### src/rtl/bafl_pkg.sv
// Package for the byte ALU with decimal-mode flags.
// Holds the action codes, the status bit positions and the beat types.
// Used by bafl_alu and byte_alu_with_bcd_flags_top; depends on nothing.
`default_nettype none

package bafl_pkg;

  localparam logic [4:0] ACT_ADC = 5'd0;
  localparam logic [4:0] ACT_SBC = 5'd1;
  localparam logic [4:0] ACT_AND = 5'd2;
  localparam logic [4:0] ACT_ORA = 5'd3;
  localparam logic [4:0] ACT_EOR = 5'd4;
  localparam logic [4:0] ACT_BIT = 5'd5;
  localparam logic [4:0] ACT_CMP = 5'd6;
  localparam logic [4:0] ACT_INC = 5'd7;
  localparam logic [4:0] ACT_DEC = 5'd8;
  localparam logic [4:0] ACT_LOAD = 5'd9;
  localparam logic [4:0] ACT_ASL = 5'd10;
  localparam logic [4:0] ACT_LSR = 5'd11;
  localparam logic [4:0] ACT_ROL = 5'd12;
  localparam logic [4:0] ACT_ROR = 5'd13;
  localparam logic [4:0] ACT_CLC = 5'd14;
  localparam logic [4:0] ACT_SEC = 5'd15;
  localparam logic [4:0] ACT_CLI = 5'd16;
  localparam logic [4:0] ACT_SEI = 5'd17;
  localparam logic [4:0] ACT_CLV = 5'd18;
  localparam logic [4:0] ACT_CLD = 5'd19;
  localparam logic [4:0] ACT_SED = 5'd20;

  localparam int unsigned FLAG_N = 7;
  localparam int unsigned FLAG_V = 6;
  localparam int unsigned FLAG_D = 3;
  localparam int unsigned FLAG_I = 2;
  localparam int unsigned FLAG_Z = 1;
  localparam int unsigned FLAG_C = 0;

  typedef struct packed {
    logic [4:0] action;
    logic [7:0] reg_value;
    logic [7:0] operand;
    logic [7:0] status_in;
  } alu_in_t;

  typedef struct packed {
    logic [7:0] result;
    logic       result_write;
    logic [7:0] status_out;
  } alu_out_t;

endpackage

`default_nettype wire

### src/rtl/bafl_alu.sv
// Combinational byte ALU: binary and decimal add and subtract, logic ops,
// compare, bit test, increment, decrement, shifts, rotates and flag actions.
// Depends on bafl_pkg.
`default_nettype none

module bafl_alu (
  input  wire bafl_pkg::alu_in_t alu_in,
  output bafl_pkg::alu_out_t     alu_out
);
  import bafl_pkg::*;

  logic [7:0] a;
  logic [7:0] b;
  logic [7:0] st;
  logic       c;
  logic       borrow;

  logic [8:0] sum9;
  logic [5:0] add_lo;
  logic [5:0] add_lo_adj;
  logic [9:0] add_hi;
  logic [9:0] add_hi_adj;

  logic [8:0] sub9;
  logic [5:0] sub_lo;
  logic [5:0] sub_lo_m6;
  logic [5:0] sub_lo_adj;
  logic [9:0] sub_hi;
  logic [9:0] sub_hi_adj;

  logic [8:0] cmp9;

  function automatic logic [7:0] with_nz(input logic [7:0] s, input logic [7:0] v);
    logic [7:0] r;
    r = s;
    r[FLAG_Z] = (v == 8'h00);
    r[FLAG_N] = v[7];
    return r;
  endfunction

  assign a = alu_in.reg_value;
  assign b = alu_in.operand;
  assign st = alu_in.status_in;
  assign c = st[FLAG_C];
  assign borrow = ~c;

  // Add path, with decimal nibble correction.
  assign sum9 = {1'b0, a} + {1'b0, b} + {8'b0, c};
  assign add_lo = {2'b00, a[3:0]} + {2'b00, b[3:0]} + {5'b0, c};
  assign add_lo_adj = (add_lo > 6'd9) ? add_lo + 6'h06 : add_lo;
  assign add_hi = {2'b00, a[7:4], 4'b0000} + {2'b00, b[7:4], 4'b0000}
                + ((add_lo_adj > 6'd15) ? 10'h010 : 10'h000);
  assign add_hi_adj = (add_hi > 10'h090) ? add_hi + 10'h060 : add_hi;

  // Subtract path; the nibble values are two's complement.
  assign sub9 = {1'b0, a} - {1'b0, b} - {8'b0, borrow};
  assign sub_lo = {2'b00, a[3:0]} - {2'b00, b[3:0]} - {5'b0, borrow};
  assign sub_lo_m6 = sub_lo - 6'h06;
  assign sub_lo_adj = sub_lo[5] ? {2'b11, sub_lo_m6[3:0]} : sub_lo;
  assign sub_hi = {2'b00, a[7:4], 4'b0000} - {2'b00, b[7:4], 4'b0000}
                + {{4{sub_lo_adj[5]}}, sub_lo_adj};
  assign sub_hi_adj = sub_hi[9] ? sub_hi - 10'h060 : sub_hi;

  assign cmp9 = {1'b0, a} - {1'b0, b};

  always_comb begin
    logic [7:0] res;
    logic       wr;
    logic [7:0] s;
    res = a;
    wr = 1'b1;
    s = st;
    case (alu_in.action)
      ACT_ADC: begin
        s[FLAG_V] = ~(a[7] ^ b[7]) & (b[7] ^ sum9[7]);
        if (st[FLAG_D]) begin
          res = {add_hi_adj[7:4], add_lo_adj[3:0]};
          s[FLAG_C] = (add_hi_adj > 10'h0FF);
        end else begin
          res = sum9[7:0];
          s[FLAG_C] = sum9[8];
        end
        s = with_nz(s, res);
      end
      ACT_SBC: begin
        s[FLAG_V] = (a[7] ^ b[7]) & (a[7] ^ sub9[7]);
        res = st[FLAG_D] ? sub_hi_adj[7:0] : sub9[7:0];
        s[FLAG_C] = ~sub9[8];
        s = with_nz(s, res);
      end
      ACT_AND: begin
        res = a & b;
        s = with_nz(s, res);
      end
      ACT_ORA: begin
        res = a | b;
        s = with_nz(s, res);
      end
      ACT_EOR: begin
        res = a ^ b;
        s = with_nz(s, res);
      end
      ACT_BIT: begin
        wr = 1'b0;
        s[FLAG_Z] = ((a & b) == 8'h00);
        s[FLAG_V] = b[6];
        s[FLAG_N] = b[7];
      end
      ACT_CMP: begin
        wr = 1'b0;
        s[FLAG_C] = ~cmp9[8];
        s[FLAG_Z] = (a == b);
        s[FLAG_N] = cmp9[7];
      end
      ACT_INC: begin
        res = a + 8'd1;
        s = with_nz(s, res);
      end
      ACT_DEC: begin
        res = a - 8'd1;
        s = with_nz(s, res);
      end
      ACT_LOAD: begin
        res = b;
        s = with_nz(s, res);
      end
      ACT_ASL: begin
        res = {a[6:0], 1'b0};
        s[FLAG_C] = a[7];
        s = with_nz(s, res);
      end
      ACT_ROL: begin
        res = {a[6:0], c};
        s[FLAG_C] = a[7];
        s = with_nz(s, res);
      end
      ACT_LSR: begin
        res = {1'b0, a[7:1]};
        s[FLAG_C] = a[0];
        s = with_nz(s, res);
      end
      ACT_ROR: begin
        res = {c, a[7:1]};
        s[FLAG_C] = a[0];
        s = with_nz(s, res);
      end
      ACT_CLC: begin
        wr = 1'b0;
        s[FLAG_C] = 1'b0;
      end
      ACT_SEC: begin
        wr = 1'b0;
        s[FLAG_C] = 1'b1;
      end
      ACT_CLI: begin
        wr = 1'b0;
        s[FLAG_I] = 1'b0;
      end
      ACT_SEI: begin
        wr = 1'b0;
        s[FLAG_I] = 1'b1;
      end
      ACT_CLV: begin
        wr = 1'b0;
        s[FLAG_V] = 1'b0;
      end
      ACT_CLD: begin
        wr = 1'b0;
        s[FLAG_D] = 1'b0;
      end
      ACT_SED: begin
        wr = 1'b0;
        s[FLAG_D] = 1'b1;
      end
      default: begin
        wr = 1'b0;
      end
    endcase
    alu_out.result = res;
    alu_out.result_write = wr;
    alu_out.status_out = s;
  end

endmodule

`default_nettype wire

### src/rtl/byte_alu_with_bcd_flags_top.sv
// Top level of the byte ALU with decimal-mode flags: input register,
// combinational ALU and result register. Depends on bafl_pkg and bafl_alu.
//
// Usage:
// The input channel carries one beat per operation: action, reg_value,
// operand and status_in. A beat is taken at a rising edge where in_valid is
// high and in_stall is low. The output channel returns one beat per input
// beat, in order: result, result_write and status_out, taken at an edge where
// out_valid is high and out_stall is low.
// A beat taken at one edge sits in the input register, passes the ALU and
// is loaded into the result register, which presents it on the output.
// Throughput is one beat per cycle while out_stall stays low. The limit is
// the single add, decimal correct and flag path between the two registers.
// When the receiver stalls, the result register holds its beat and the input
// register can still take one more beat; in_stall rises only when both are
// full. Synchronous reset empties both registers; no beat is pending after.
`default_nettype none

module byte_alu_with_bcd_flags_top (
  input  wire logic       clk,
  input  wire logic       rst,
  input  wire logic       in_valid,
  output logic            in_stall,
  input  wire logic [4:0] action,
  input  wire logic [7:0] reg_value,
  input  wire logic [7:0] operand,
  input  wire logic [7:0] status_in,
  output logic            out_valid,
  input  wire logic       out_stall,
  output logic [7:0]      result,
  output logic            result_write,
  output logic [7:0]      status_out
);
  import bafl_pkg::*;

  logic     s1_valid;
  alu_in_t  s1_item;
  alu_out_t alu_res;
  logic     s2_load;
  logic     in_take;

  assign s2_load = ~out_valid | ~out_stall;
  assign in_stall = s1_valid & ~s2_load;
  assign in_take = in_valid & ~in_stall;

  always_ff @(posedge clk) begin
    if (rst) begin
      s1_valid <= 1'b0;
    end else begin
      s1_valid <= in_take | (s1_valid & ~s2_load);
    end
  end

  always_ff @(posedge clk) begin
    if (in_take) begin
      s1_item.action <= action;
      s1_item.reg_value <= reg_value;
      s1_item.operand <= operand;
      s1_item.status_in <= status_in;
    end
  end

  bafl_alu u_alu (
    .alu_in  (s1_item),
    .alu_out (alu_res)
  );

  always_ff @(posedge clk) begin
    if (rst) begin
      out_valid <= 1'b0;
    end else if (s2_load) begin
      out_valid <= s1_valid;
    end
  end

  always_ff @(posedge clk) begin
    if (s2_load && s1_valid) begin
      result <= alu_res.result;
      result_write <= alu_res.result_write;
      status_out <= alu_res.status_out;
    end
  end

`ifndef SYNTHESIS
  a_reset_empties: assert property (@(posedge clk)
    rst |=> !out_valid && !s1_valid)
    else $error("pipeline not empty after reset");

  a_stall_needs_item: assert property (@(posedge clk) disable iff (rst)
    in_stall |-> s1_valid && out_valid)
    else $error("input stalled while a register is free");

  a_blocked_holds: assert property (@(posedge clk) disable iff (rst)
    s1_valid && !s2_load |=> s1_valid && $stable(s1_item))
    else $error("blocked input register lost its beat");

  a_advance_shows: assert property (@(posedge clk) disable iff (rst)
    s1_valid && s2_load |=> out_valid)
    else $error("advanced beat missing at the output");
`endif

endmodule

`default_nettype wire

### config.mk
export PLATFORM = sky130hd
export DESIGN_NAME = byte_alu_with_bcd_flags_top
export DESIGN_NICKNAME = d
export VERILOG_FILES = /design/src/rtl/bafl_pkg.sv /design/src/rtl/bafl_alu.sv /design/src/rtl/byte_alu_with_bcd_flags_top.sv
export SDC_FILE = /design/constraint.sdc
export NUM_CORES = 1
export LEC_CHECK = 0
export ABC_AREA = 1
export BUFFER_PORTS_ARGS = -buffer_cell sky130_fd_sc_hd__buf_2
export CORE_MARGIN = 5
export CORE_UTILIZATION = 33
export DETAILED_ROUTE_END_ITERATION = 7
export GPL_TIMING_DRIVEN = 1
export PLACE_DENSITY = 0.58
export SETUP_SLACK_MARGIN = 0.1
export SYNTH_ARGS = -nofsm -noshare
export SYNTH_HDL_FRONTEND = slang
export SYNTH_SLANG_ARGS = --single-unit
export TNS_END_PERCENT = 1
### constraint.sdc
create_clock -name clk -period 8.7 [get_ports clk]
set_input_delay 0.87 -clock clk [delete_from_list [all_inputs] [get_ports clk]]
set_output_delay 0.87 -clock clk [all_outputs]
set_load 0.02 [all_outputs]
=== After elaboration in Yosys (flattened, before gate mapping) ===
Cells that the tools add are included.

* Add/subtract/negate cells: 18
* Magnitude comparators: 4
* Equal/unequal tests: 21
* Multiplexer cells: 17
* Bitwise logic cells: 20
* Reduce and logical (&&, ||, !) cells: 19

{| class="wikitable"
|+ Operators with widths
! cell !! number
|-
| $pmux W8 S12 || 1
|-
| $logic_not A8 Y1 || 10
|-
| $eq A5 B4 Y1 const B || 8
|-
| $mux W8 || 4
|-
| $eq A5 B5 Y1 const B || 5
|-
| $eq A5 B3 Y1 const B || 4
|-
| $gt A10 B8 Y1 const B || 2
|-
| $add A8 B8 Y9 || 2
|-
| $sub A8 B8 Y9 || 2
|-
| $logic_not A7 Y1 || 2
|-
| $pmux W1 S13 || 1
|-
| $gt A6 B4 Y1 const B || 2
|-
| $mux W6 || 2
|-
| $pmux W1 S12 || 1
|-
| $reduce_or A12 Y1 || 1
|-
| $add A10 B10 Y10 || 1
|-
| $add A10 B7 Y10 const B || 1
|-
| $add A9 B6 Y10 || 1
|-
| $eq A5 B2 Y1 const B || 2
|-
| $mux W10 || 1
|-
| $add A9 B1 Y9 || 1
|-
| $sub A9 B1 Y9 || 1
|-
| $add A8 B1 Y8 const B || 1
|-
| $and A8 B8 Y8 || 1
|-
| other kinds (24) || 42
|}

* Register bits after elaboration: 48
* Word-level logic and storage cells: 108

=== Longest topological paths before layout ===
Gate-level depths: netlist of the first run.

* Depth in word-level cells: 13
* Mapped depth: 28
* Depth with buffers taken out: 27

=== Modules after synthesis ===
From an unflattened synthesis of the first run, not the netlist that was laid out.

* Cell total of the unflattened synthesis: 671
* Area, all modules: 4963.5 um^2

{| class="wikitable"
|+ Modules (own cells, without submodules)
! module !! times used !! cells each !! area an instance (um^2) !! sequential area each (um^2)
|-
| bafl_alu || 1 || 613 || 3490.8 || 0.0
|-
| byte_alu_with_bcd_flags_top || 1 || 58 || 1472.7 || 1421.4
|}

=== Least setup slack after synthesis of the first run ===
OpenSTA, ideal clock, no wires.

* Path type: flip-flop to flip-flop
* Start point: register s1_item[16] (netlist name)
* End point: register result[5], data pin
* Setup time: 0.264 ns
* Arrival time: 3.464 ns
* Required time: 8.436 ns
* Setup slack: 4.972 ns
* Cell stages (with the launch flop): 20
* Buffers on the path: 0
* Cell sequence: edfxtp_1 -> ha_1 -> fa_1 -> ha_1 -> nand3_1 -> nand2_1 -> ha_1 -> o311ai_0 -> ha_1 -> ha_1 -> inv_1 -> nand3_1 -> nand3_2 -> nand3_2 -> nand2_1 -> nand3_1 -> nand3_1 -> nand2_1 -> nor3_1 -> o21ai_0

{| class="wikitable"
|+ RTL lines
! what !! line !! source
|-
| from (decl) || byte_alu_with_bcd_flags_top.sv:37 || <nowiki>alu_in_t s1_item;</nowiki>
|-
| to (signal assigned) || byte_alu_with_bcd_flags_top.sv:78 || <nowiki>result <= alu_res.result;</nowiki>
|-
| to (decl) || byte_alu_with_bcd_flags_top.sv:30 || <nowiki>output logic [7:0] result,</nowiki>
|}

==> results of run 1 <==
-- Yosys cell counts, types with 2 or more instances --
cell type,number
o22ai_1,15
buf_6,2
ha_1,44
a21oi_2,3
xnor2_1,3
nor2_4,6
nand3_1,64
nor2_2,6
inv_2,7
nor3_1,12
o221ai_1,2
dfxtp_1,2
nor2_1,50
o211ai_1,2
nand4_1,32
nor4_1,4
buf_4,4
a211oi_1,2
nand3b_1,3
a21oi_1,27
nand3_2,9
nand2_1,151
o21ai_0,17
nand2_2,19
o2111ai_1,4
fa_1,7
a31oi_1,3
o21ai_1,5
a22oi_1,3
nor3_2,2
edfxtp_1,46
o31ai_1,3
inv_1,85
or2_2,3
xor2_1,18
buf_2,3
-- power by group through the flow --
| stage | logic [mW] | clock network (mW) | registers [mW] |
|---|---|---|---|
| 2_1_floorplan | 0.261 | 0 | 0.292 |
| 3_3_place_gp | 0.350 | 0 | 0.291 |
| 3_5_place_dp | 0.349 | 0 | 0.291 |
| 4_1_cts | 0.351 | 0.228 | 0.286 |
| 5_1_grt | 0.398 | 0.240 | 0.288 |
| 6_report | 0.352 | 0.221 | 0.286 |
-- state kept, by name (all words and copies together), names as in the netlist --
| signal | flops |
|---|---|
| status_out | 8 |
| result | 8 |
| out_valid | 1 |
| s1_item | 29 |
| s1_valid | 1 |
| result_write | 1 |
-- layer usage --
metal | global-route usage | wire (um) | vias to the layer above
li1 | - | - | 2430
met1 | 0.224 | 6790 | 2180
met2 | 0.282 | 7080 | 180
met3 | 0.0308 | 919 | 39
met4 | 0.0786 | 646 | 0
met5 | 0 | 0 | -
-- cell families after synthesis --
family / count (synthesis)
AOI/OAI and AO/OA: 92
xor gates and xnor gates: 21
adders and majority gates: 51
buffers and inverters: 103
DFF: 48
and+or+nand+nor: 365
-- layout make-up --
type	instances	area share
Multi-Input combinational cell	529	0.570
Tap cell	188	0.0414
Sequential cell	48	0.250
Inverter	93	0.0615
Clock inverter	3	0.00815
Timing Repair Buffer	52	0.0463
Clock buffer	5	0.0220
-- worst reg2reg max path, cell delays in order, from the launching register on --
cell	delay [ns]
edfxtp_1	0.56
inv_1	0.16
ha_1	0.65
inv_1	0.22
nand2_1	0.14
nand2_1	0.07
nand2_1	0.06
nand2_1	0.08
ha_1	0.24
o311ai_0	0.49
ha_1	0.30
ha_1	0.28
inv_1	0.09
nand3_1	0.13
nand3_2	0.13
nand3_2	0.11
nand2_1	0.07
nand3_1	0.09
nand3_1	0.11
nand2_1	0.06
nor3_1	0.13
o21ai_0	0.10
-- metrics by stage --
step,setup slack [ns],area [um^2],power (mW),utilization,instances
global route,3.56,5680,0.926,0.375,918
CTS,4.13,5680,0.864,0.375,918
global placement,4.26,5510,0.640,0.364,910
floorplan,4.97,5080,0.553,-,680
finish,4.17,5680,0.859,0.375,918
detailed placement,4.14,5510,0.640,0.364,910
-- worst min path at each step --
stage	startpoint	end	slack, ns
floorplan	s1_item[4]	status_out[4]	0.40
global placement	s1_item[5]	status_out[5]	0.40
detailed placement	s1_item[4]	status_out[4]	0.41
CTS	s1_item[4]	status_out[4]	0.42
global route	s1_item[4]	status_out[4]	0.44
finish	s1_item[4]	status_out[4]	0.42
==> metrics.md, run 1 <==
| Metric | Value |
|---|---|
| Synth cell types | 48 |
| Sequential area share after synthesis | 0.280 |
| Family with the most delay on the worst path | adder cells |
| Tmin final | between 4 and 5 ns |
| Die Wd | between 100 and 150 um |
| Setup total negative slack | 0 ns |
| Worst path max stage delay | 0.64 ns |
| Core ar. | 0.0151 mm^2 |
| Flop pwr share | 0.333 |
| Reg2reg start | s1_item[18] |
| First-pass GRT wire length | approximately 25 mm |
| Worst-Skew Late Latency | 0.29 ns |
| Outcome | complete, no violations |
| TritonCTS Buffers | 5 |
| Combinational power share | 0.410 |
| Reg2reg setup slack | about 4.2 ns |
| VDD IR max | 0.146 mV |
| Worst Tran Pin Value | 1.10 ns |
| Post-Synthesis Cell Area | 0.00508 mm^2 |
| Net Sw Frac | 0.386 |
| Lkg Pwr | 2.60 nW |
| Max Slew Vio Count | 0 |
| CP startpoint kind | flop |
| Final setup violation count | 0 |
| Footprint of the multi-input gates | 0.00324 mm^2 |
| Fillcell total | between 1.5k and 2k |
| RSZ-0062 raised after global routing | false |
| Total grt overflow | 0 |
| Total GRT Usage | 0.173 |
| P per Cell Area | between 150 and 200 mW/mm^2 |
| Hold buffers post-CTS | 0 |
| Max FO, Critical Path | 11 |
| Syn. warnings | 0 |
| Synthesized instance count | 680 |
| Drc violations | 0 |
| Die Y | 134 um |
| Worst r2r dst | result[5] |
| Post-DP HPWL | 12.8 mm |
| # Max-Cap Violations | 0 |
| Initial antenna violation count | 0 |
| Worst EP arrival | approximately 4.6 ns |
| Worst EP required | 8.74 ns |
| Critical path, cell by cell | inv_1, ha_1, inv_1, nand2_1, nand2_1, nand2_1, nand2_1, ha_1, o311ai_0, ha_1, ha_1, inv_1, nand3_1, nand3_2, nand3_2, nand2_1, nand3_1, nand3_1, nand2_1, nor3_1, o21ai_0 |
| Clock Power Share | 0.257 |
| Number of enable flip-flop cells after synthesis | 46 |
| Adder-cell share of the synthesized area | 0.136 |
| Wire length after detailed routing | 15.4 mm |
| Hold Path Stages | 0 |
| DR WL/cell | approximately 17 um |
| Cell mode on critical path | nand2_1 |
| H-Tree Depth | 2 |
| Mux contribution to synthesized area | 0 |
| Row count | 45 |
| Die ar. | 0.0180 mm^2 |
| Mapped Nets | about 760 |
| Via/cell ratio | around 5.3 |
| Worst min-delay path category | reg2reg |
| Syn avg cell area | 7.47 um^2 |
| Slowest CP cell | ha_1 |
| CTS clock-pin slew for the worst setup and hold paths | ~0.070 ns |
| IO Count | 52 |
| Reg2reg path depth | 21 |
| Ratio of cells with drive above 1 in the final layout | 0.164 |
| Final Hold Viols | 0 |
| Vias in the first global route | between 4k and 5k |
| Initial core utilization | 0.335 |
| Area leader, netlist | edfxtp_1 |
| DRT iter0 DRCs | 433 |
| Clock buffer depth | 2 |
| Post-Synth XOR/XNOR Area | 0.0362 |
| #FFs+latches synth | 48 |
| CP Depth | 21 |
| Pre-antenna DRT Iters | 5 |
| Number of clock sinks | 48 |
| WP buf/inv | 3 |
| Hold Slack | 0.415 ns |
| Top_reg_cell synth | edfxtp_1 |
| Port bufs | 51 |
| CTS tree | built |
| DRT antenna net count | 0 |
| Internal power | 527 uW |
| CTS root buf | clkbuf_16 |
| Pin count of the biggest net entering global routing | 30 |
| Final Wtd Congestion | about 1 |
| Storage cell area | 0.00142 mm^2 |
| Vias | 4829 |
| Nets | around 810 |
| Commonest non-fill, non-tap cell in the layout | nand2_1 |
| Fmax | around 220 MHz |
| Switching power total | 332 uW |
| Largest family of logic cells by synthesized area | simple AND/OR/NAND/NOR gates |
| Top cell type's share of synthesized area | 0.272 |
| CP Capture Point | result[5] |
| Clock Skew | 0.00431 ns |
| Crit path launch | s1_item[18] |
| Rel. slew slack | 0.264 |
| Post-CTS Setup Inserts | 0 |
| Post-synthesis async set-or-reset flop share | 0 |
| Area contributors post-synth | edfxtp_1 (27%), nand2_1 (11%), ha_1 (11%), nand3_1 (6.3%), inv_1 (6.3%) |
| Antenna cells | 0 |
| Most frequent cells in the layout | nand2_1 (151), inv_1 (85), nand3_1 (64), buf_2 (51), nor2_1 (50) |
| Post-CTS Resized | 0 |
| Area growth, synth to finish | 11.8% |
| WS Path Type | reg2reg |
| Crit end category | flop |
| Crit share post-route | 0.520 |
| Post-synthesis compound-gate area fraction | 0.113 |
| Synth Area in Simple Gates | 0.353 |
(Power assumes the default switching activity.)
==> inputs of run 2 (changes only) <==
--- a/config.mk
+++ b/config.mk
@@ -5,13 +5,13 @@
 export SDC_FILE = /design/constraint.sdc
 export NUM_CORES = 1
 export LEC_CHECK = 0
-export ABC_AREA = 1
+export ABC_AREA = 0
 export BUFFER_PORTS_ARGS = -buffer_cell sky130_fd_sc_hd__buf_2
 export CORE_MARGIN = 5
 export CORE_UTILIZATION = 33
 export DETAILED_ROUTE_END_ITERATION = 7
 export GPL_TIMING_DRIVEN = 1
-export PLACE_DENSITY = 0.58
+export PLACE_DENSITY = 0.57
 export SETUP_SLACK_MARGIN = 0.1
 export SYNTH_ARGS = -nofsm -noshare
 export SYNTH_HDL_FRONTEND = slang
==> constraint.sdc (replaced) <==
create_clock -name clk -period 4.2 [get_ports clk]
set_input_delay 0.42 -clock clk [delete_from_list [all_inputs] [get_ports clk]]
set_output_delay 0.42 -clock clk [all_outputs]
set_load 0.02 [all_outputs]
==> run 2 against run 1 <==
The flow now finishes with violations (negative setup slack). Clock-buffer cell count grew 2. Area after synthesis grew 8.4%. Routed wire length grew 33%. Global-route usage grew 3.6 points. Worst hold slack lost 0.13 ns. Flip-flop and latch count is the same. Combinational power grew to 3.2 times the previous value. Fmax grew 5.3%. Synthesized cell count shrank 3.4%. Critical path type unchanged. Largest cell class unchanged. Highest routed layer unchanged.
==> metrics.md, run 2 <==
| Metric | Value |
|---|---|
| Pre-antenna DRT Iters | 6 (was 5) |
| P per Cell Area | 296 mW/mm^2 (was 151 mW/mm^2) |
| Final setup violation count | 4 (was 0) |
| Fin cells | 1012 (was 918) |
| # Max-Cap Violations | 0 (unchanged) |
| Family with the most delay on the worst path | adder cells (unchanged) |
| Max reg flops | 29 (unchanged) |
| Number of clock sinks | 48 (unchanged) |
| CTS tree | built (unchanged) |
| Post-Synthesis Cell Area | 0.00551 mm^2 (was 0.00508 mm^2) |
| Worst EP arrival | 4.35 ns (was 4.56 ns) |
| Final Hold Viols | 0 (unchanged) |
| Placed insts | 999 (was 910) |
| CP startpoint kind | flop (unchanged) |
| Syn avg cell area | 8.39 um^2 (was 7.47 um^2) |
| DR WL/cell | 20.3 um (was 16.8 um) |
| Total GRT Usage | 0.209 (was 0.173) |
| Outcome | complete, but fails checks (was complete, no violations) |
| Violated checks | negative setup slack |
| VDD IR max | 0.189 mV (was 0.146 mV) |
| Most frequent cells in the layout | buf_4 (108), nor2_1 (63), buf_2 (51), edfxtp_1 (46), a21oi_1 (43) (was nand2_1 (151), inv_1 (85), nand3_1 (64), buf_2 (51), nor2_1 (50)) |
| DRT antenna net count | 0 (unchanged) |
| Initial antenna violation count | 0 (unchanged) |
| Met2 Use GR | 0.339 (was 0.282) |
| Vias | 5970 (was 4829) |
| Tmin final | 4.30 ns (was 4.53 ns) |
| Antenna cells | 0 (unchanged) |
| #FFs+latches synth | 48 (unchanged) |
| Fmax | 233 MHz (was 221 MHz) |
| TritonCTS Buffers | 5 (unchanged) |
| Max Slew Vio Count | 0 (unchanged) |
| RSZ-0062 raised after global routing | true (was false) |
| Worst EP required | 4.25 ns (was 8.74 ns) |
| Nets | 875 (was 813) |
| Clock buffer depth | 2 (unchanged) |
| CTS root buf | clkbuf_16 (unchanged) |
| WP buf/inv | 3 (unchanged) |
| Worst min-delay path category | in2reg (was reg2reg) |
| Syn. warnings | 0 (unchanged) |
| Area leader, netlist | edfxtp_1 (unchanged) |
| Critical path, cell by cell | buf_6, inv_2, ha_2, buf_4, or2_1, a211o_1, and2_1, and3_4, or2_4, ha_4, fa_2, ha_2, nand2b_1, o211ai_1, o31ai_2, and2_1, o32a_1 (was inv_1, ha_1, inv_1, nand2_1, nand2_1, nand2_1, nand2_1, ha_1, o311ai_0, ha_1, ha_1, inv_1, nand3_1, nand3_2, nand3_2, nand2_1, nand3_1, nand3_1, nand2_1, nor3_1, o21ai_0) |
| Area growth, synth to finish | 28.8% (was 11.8%) |
| IO Count | 52 (unchanged) |
| Top_reg_cell synth | edfxtp_1 (unchanged) |
| Worst-Skew Late Latency | 0.30 ns (was 0.29 ns) |
| Crit share post-route | 1.02 (was 0.520) |
| Hold buffers post-CTS | 0 (unchanged) |
| Area contributors post-synth | edfxtp_1 (25%), ha_1 (10%), nor2_1 (4.3%), a21oi_1 (4.1%), xnor2_1 (3.7%) (was edfxtp_1 (27%), nand2_1 (11%), ha_1 (11%), nand3_1 (6.3%), inv_1 (6.3%)) |
| Wire length after detailed routing | 20.5 mm (was 15.4 mm) |
| Most flop-heavy register | s1_item (unchanged) |
| Top cell type's share of synthesized area | 0.251 (was 0.272) |
| Clock Skew | 0.00188 ns (was 0.00431 ns) |
| Most common cell in the synthesized netlist | nor2_1 (was nand2_1) |
| Biggest regs | s1_item: 29 flops, result: 8 flops, status_out: 8 flops (unchanged) |
| Crit end category | flop (unchanged) |
| Synth cell types | 83 (was 48) |
| Post-layout util | 0.431 (was 0.375) |
| Port bufs | 51 (unchanged) |
| Slowest CP cell | fa_2 (was ha_1) |
| Drc violations | 0 (unchanged) |
| Initial core utilization | 0.335 (about the same) |
| Rel. slew slack | 0.428 (was 0.264) |
| Vias in the first global route | 5805 (was 4649) |
| Total grt overflow | 0 (unchanged) |
| Met3 Track Usage GR | 0.0393 (was 0.0308) |
| Number of enable flip-flop cells after synthesis | 46 (unchanged) |
| Synth top cells by count | nor2_1 (63), edfxtp_1 (46), a21oi_1 (45) (was nand2_1 (151), inv_1 (85), nand3_1 (64)) |
| H-Tree Depth | 2 (unchanged) |
| Sequential area share after synthesis | 0.258 (was 0.280) |
| Post-DP HPWL | 16.3 mm (was 12.8 mm) |
| Final Wtd Congestion | 1.01 (was 0.979) |
| Die ar. | 0.0194 mm^2 (was 0.0180 mm^2) |
| Commonest non-fill, non-tap cell in the layout | buf_4 (was nand2_1) |
| Row count | 47 (was 45) |
| Worst path max stage delay | 0.58 ns (was 0.64 ns) |
| DRT iter0 DRCs | 635 (was 433) |
| First-pass GRT wire length | 32.6 mm (was 24.6 mm) |
| Via/cell ratio | 5.90 (was 5.26) |
| CTS clock-pin slew for the worst setup and hold paths | 0.06 ns (was 0.07 ns) |
| Ratio of cells with drive above 1 in the final layout | 0.287 (was 0.164) |
| Max FO, Critical Path | 4 (was 11) |
| Core ar. | 0.0165 mm^2 (was 0.0151 mm^2) |
| Lkg Pwr | 2.82 nW (was 2.60 nW) |
| Die Y | 139 um (was 134 um) |
| WS Path Type | reg2reg (unchanged) |
| Mapped Nets | 741 (was 764) |
| Post-synthesis async set-or-reset flop share | 0 (unchanged) |
| GR met1 Demand/Resource | 0.288 (was 0.224) |
| Pin count of the biggest net entering global routing | 30 (unchanged) |
| Top Usage Layer GRT | met2 (unchanged) |
| Die Wd | 139 um (was 134 um) |
| PnR worst setup slack | -0.0976 ns (was 4.17 ns) |
| Synthesized instance count | 657 (was 680) |
| Worst Tran Pin Value | 0.855 ns (was 1.10 ns) |
[run 2: stage by stage]
| step | hold WS [ns] | setup TNS (ns) | worst slack (ns) | cell area, um^2 | power (mW) |
|---|---|---|---|---|---|
| 6_report | 0.289 | -0.290 | -0.0976 | 7090 | 2.10 |
| 5_1_grt | 0.283 | -1.42 | -0.313 | 7090 | 2.23 |
| 4_1_cts | 0.284 | -0.183 | -0.0720 | 7070 | 2.08 |
| 3_5_place_dp | 0.405 | -1.50 | -0.366 | 6750 | 1.62 |
| 3_3_place_gp | 0.402 | -1.11 | -0.308 | 6750 | 1.61 |
| 2_1_floorplan | 0.400 | -1.19 | -0.346 | 5610 | 1.25 |
[run 2: kinds of logic (layout without fill, tap and decap cells)]
family,count (synthesis),count (layout),share of synthesized area
AND/OR/NAND/NOR,245,245,0.227
multiplexers,7,7,0.0134
XOR/XNOR,36,36,0.0611
adder cells (fa/ha/maj),51,51,0.125
buffers and inverters,70,205,0.0552
AO/OA/AOI/OAI,200,200,0.260
flip-flops,48,48,0.258
[run 2: worst paths after layout]
| kind | startpoint | to | slack, ns | depth (start not counted) |
|---|---|---|---|---|
| max | s1_item[16] | result[6] | -0.1 | 17 |
| min | rst | s1_valid | 0.29 | 2 |
| max reg2reg | s1_item[16] | result[6] | -0.1 | 17 |
| min reg2reg | s1_item[4] | status_out[4] | 0.42 | 0 |
[run 2: routing by layer]
metal / share of wire / up-vias / wire (um)
li1: - / 2767 / -
met1: 0.44 / 2857 / 9090
met2: 0.46 / 315 / 9540
met3: 0.073 / 31 / 1500
met4: 0.020 / 0 / 406
met5: 0 / - / 0
[run 2: cell type report]
| type | count | area (um^2) |
|---|---|---|
| clock buffer | 7 | 133 |
| clock inverter | 1 | 5.00 |
| fill | 1629 | 9370 |
| inverter | 34 | 130 |
| multi-input combinational | 539 | 4020 |
| sequential | 48 | 1420 |
| tap | 220 | 275 |
| timing repair buffer | 163 | 1110 |
[run 2: where the power goes]
group,switching [mW],total [mW],internal (mW)
registers,0.0273,0.587,0.560
clock network,0.172,0.393,0.220
logic,0.616,1.12,0.507
[run 2: repair_timing]
action,CTS,global route
cloned,0,0
endpoints found under the setup margin,6,6
pin swaps,21,3
setup buffers,5,0
resized for setup,33,6
==> inputs of run 3 (changes only) <==
--- a/config.mk
+++ b/config.mk
@@ -8,10 +8,11 @@
 export ABC_AREA = 0
 export BUFFER_PORTS_ARGS = -buffer_cell sky130_fd_sc_hd__buf_2
 export CORE_MARGIN = 5
-export CORE_UTILIZATION = 33
+export CORE_UTILIZATION = 61
 export DETAILED_ROUTE_END_ITERATION = 7
 export GPL_TIMING_DRIVEN = 1
-export PLACE_DENSITY = 0.57
+export MAX_ROUTING_LAYER = met4
+export PLACE_DENSITY = 0.9
 export SETUP_SLACK_MARGIN = 0.1
 export SYNTH_ARGS = -nofsm -noshare
 export SYNTH_HDL_FRONTEND = slang
==> run 3 against run 2 <==
The flow finishes with violations (design-rule violations, negative setup slack). Clock-buffer cell count down 2. Via count up 4.3%. Cell count down 12%. Clock skew up 0.0064 ns. Global-route usage up 15 points. Non-clock buffer count down 8. Highest routed layer unchanged. Critical path depth up 7. Die area down 43%. Setup slack better by 0.0089 ns. Sequential power up 0.7%.
==> metrics.md, run 3 (synthesized netlist as in run 2, its figures left out) <==
| Metric | Value |
|---|---|
| Post-DP HPWL | 15.4 mm (was 16.3 mm) |
| Total GRT Usage | 0.363 (was 0.209) |
| CP startpoint kind | flop (unchanged) |
| Die ar. | 0.0110 mm^2 (was 0.0194 mm^2) |
| Max Slew Vio Count | 0 (unchanged) |
| DRT antenna net count | 0 (unchanged) |
| Worst Tran Pin Value | 0.868 ns (was 0.855 ns) |
| Min-Delay Startpoint | operand[7] (was rst) |
| # Max-Cap Violations | 0 (unchanged) |
| Antenna cells | 0 (unchanged) |
| PnR worst setup slack | -0.0886 ns (was -0.0976 ns) |
| Reg2reg start | s1_item[16] (unchanged) |
| Outcome | complete, but fails checks (unchanged) |
| Lkg Pwr | 2.75 nW (was 2.82 nW) |
| Final setup violation count | 4 (unchanged) |
| Max reg flops | 29 (unchanged) |
| Biggest regs | s1_item: 29 flops, result: 8 flops, status_out: 8 flops (unchanged) |
| Rel. slew slack | 0.422 (was 0.428) |
| Reg2reg setup slack | -0.09 ns (was -0.1 ns) |
| Fmax | 233 MHz (about the same) |
| CTS clock-pin slew for the worst setup and hold paths | 0.10 ns (was 0.06 ns) |
| Crit end category | flop (unchanged) |
| TritonCTS Buffers | 5 (unchanged) |
| First-pass GRT wire length | 31.6 mm (was 32.6 mm) |
| Slowest CP cell | fa_2 (unchanged) |
| Initial antenna violation count | 0 (unchanged) |
| Post-layout util | 0.782 (was 0.431) |
| Via/cell ratio | 6.98 (was 5.90) |
| Ratio of cells with drive above 1 in the final layout | 0.287 (about the same) |
| Die Wd | 105 um (was 139 um) |
| Hold buffers post-CTS | 0 (unchanged) |
| Critical path, cell by cell | ha_4, fa_2, ha_4, inv_4, nand2_4, nand2_4, ha_4, o21ai_2, nor2_1, o21ai_1, o211ai_1, a21oi_2, ha_2, ha_4, buf_6, inv_2, buf_6, a21oi_2, nor2_1, mux2i_1, and4_1, a21oi_2, a221oi_2, a31oi_1 (was buf_6, inv_2, ha_2, buf_4, or2_1, a211o_1, and2_1, and3_4, or2_4, ha_4, fa_2, ha_2, nand2b_1, o211ai_1, o31ai_2, and2_1, o32a_1) |
| Commonest non-fill, non-tap cell in the layout | buf_4 (unchanged) |
| Vias in the first global route | 6156 (was 5805) |
| Total grt overflow | 0 (unchanged) |
| Crit share post-route | 1.02 (about the same) |
| Port bufs | 51 (unchanged) |
| Clock buffer depth | 2 (unchanged) |
| H-Tree Depth | 2 (unchanged) |
| Worst r2r dst | status_out[7] (was result[6]) |
| Violated checks | design-rule violations, negative setup slack (was negative setup slack) |
| RSZ-0062 raised after global routing | true (unchanged) |
| Max FO, Critical Path | 4 (unchanged) |
| Storage cell area | 0.00142 mm^2 (unchanged) |
| Core ar. | 0.00876 mm^2 (was 0.0165 mm^2) |
| DR WL/cell | 22.2 um (was 20.3 um) |
| Number of clock sinks | 48 (unchanged) |
| WS Path Type | reg2reg (unchanged) |
| VDD IR max | 0.203 mV (was 0.189 mV) |
| IO Count | 52 (unchanged) |
| CTS root buf | clkbuf_8 (was clkbuf_16) |
| Worst path max stage delay | 0.61 ns (was 0.58 ns) |
| Row count | 34 (was 47) |
| Drc violations | 17 (was 0) |
| Tmin final | 4.29 ns (was 4.30 ns) |
| Worst-Skew Late Latency | 0.31 ns (was 0.30 ns) |
| Die Y | 105 um (was 139 um) |
| Pin count of the biggest net entering global routing | 29 (was 30) |
| CTS tree | built (unchanged) |
| Cell mode on critical path | ha_4 |
| Vias | 6228 (was 5970) |
| Final Wtd Congestion | 1.10 (was 1.01) |
| Footprint of the multi-input gates | 0.00403 mm^2 (was 0.00402 mm^2) |
| Fillcell total | 618 (was 1629) |
| Nets | 867 (was 875) |
| Overall Power | 2.00 mW (was 2.10 mW) |
| Initial core utilization | 0.629 (was 0.335) |
| Pre-antenna DRT Iters | 8 (was 6) |
| Most flop-heavy register | s1_item (unchanged) |
| Hold Path Stages | 1 (was 2) |
| DP Worst Slack | -0.377 ns (was -0.366 ns) |
| Reg2reg path depth | 24 (was 17) |
| Area growth, synth to finish | 24.3% (was 28.8%) |
| Worst EP arrival | 4.35 ns (about the same) |
| DRT iter0 DRCs | 1151 (was 635) |
| Final Hold Viols | 0 (unchanged) |
| Worst EP required | 4.26 ns (was 4.25 ns) |
| Worst min-delay path category | in2reg (unchanged) |
| Wire length after detailed routing | 19.8 mm (was 20.5 mm) |
| P per Cell Area | 291 mW/mm^2 (was 296 mW/mm^2) |
| Clock Skew | 0.00830 ns (was 0.00188 ns) |
| Most frequent cells in the layout | buf_4 (100), nor2_1 (62), buf_2 (51), edfxtp_1 (46), a21oi_1 (41) (was buf_4 (108), nor2_1 (63), buf_2 (51), edfxtp_1 (46), a21oi_1 (43)) |
| Hold endpoint | s1_item[15] (was s1_valid) |
==> run 3: metal layers <==
metal  track usage  part of all wire  vias up
li1              -                 -     2756
met1         0.445              0.37     2881
met2         0.556              0.44      452
met3        0.0974              0.12      139
met4         0.170             0.067        0
met5             -                 0        -
==> run 3: timing repair <==
action / 4_1_cts / 5_1_grt
buffers inserted: 3 / 0
pin swaps: 20 / 14
setup endpoints to repair: 6 / 6
gates cloned: 0 / 0
gates resized for setup: 29 / 14
==> run 3: area by class of cell <==
type,instances,area share
multi-input combinational,539,0.588
inverter,34,0.0190
timing repair buffer,155,0.153
sequential,48,0.207
tap,108,0.0197
clock buffer,5,0.0100
clock inverter,3,0.00256
==> run 3: metrics by stage <==
| step | setup TNS, ns | instance area, um^2 | instances | hold WS (ns) |
|---|---|---|---|---|
| after floorplan | -1.19 | 5610 | 657 | 0.400 |
| after global placement | -0.888 | 6570 | 881 | 0.402 |
| after detailed placement | -1.65 | 6570 | 881 | 0.408 |
| after CTS | -0.0606 | 6800 | 892 | 0.280 |
| after global routing | -1.32 | 6850 | 892 | 0.263 |
| final | -0.325 | 6850 | 892 | 0.272 |
==> run 3: worst max-delay path: cells and delay by family (launching register included) <==
family          cells  cell delay (ns)
compound gates      8             1.11
buf+inv             4             0.29
flops               1             0.46
simple gates        5             0.46
mux                 1             0.16
fa+ha+maj           6             1.55
==> run 3: how the worst max path moves through the flow <==
stage,startpoint,endpoint,slack (ns),cells past startpoint
4_1_cts,s1_item[8],status_out[1],-0.03,22
3_3_place_gp,s1_item[16],result[6],-0.24,21
5_1_grt,s1_item[16],status_out[1],-0.29,19
6_report,s1_item[16],status_out[7],-0.09,24
2_1_floorplan,s1_item[16],result[6],-0.35,23
3_5_place_dp,s1_item[16],result[7],-0.38,18
==> run 3: report_power, final <==
group,switching (mW),internal (mW)
clock network,0.170,0.117
logic,0.621,0.497
registers,0.0325,0.559
total,0.824,1.17
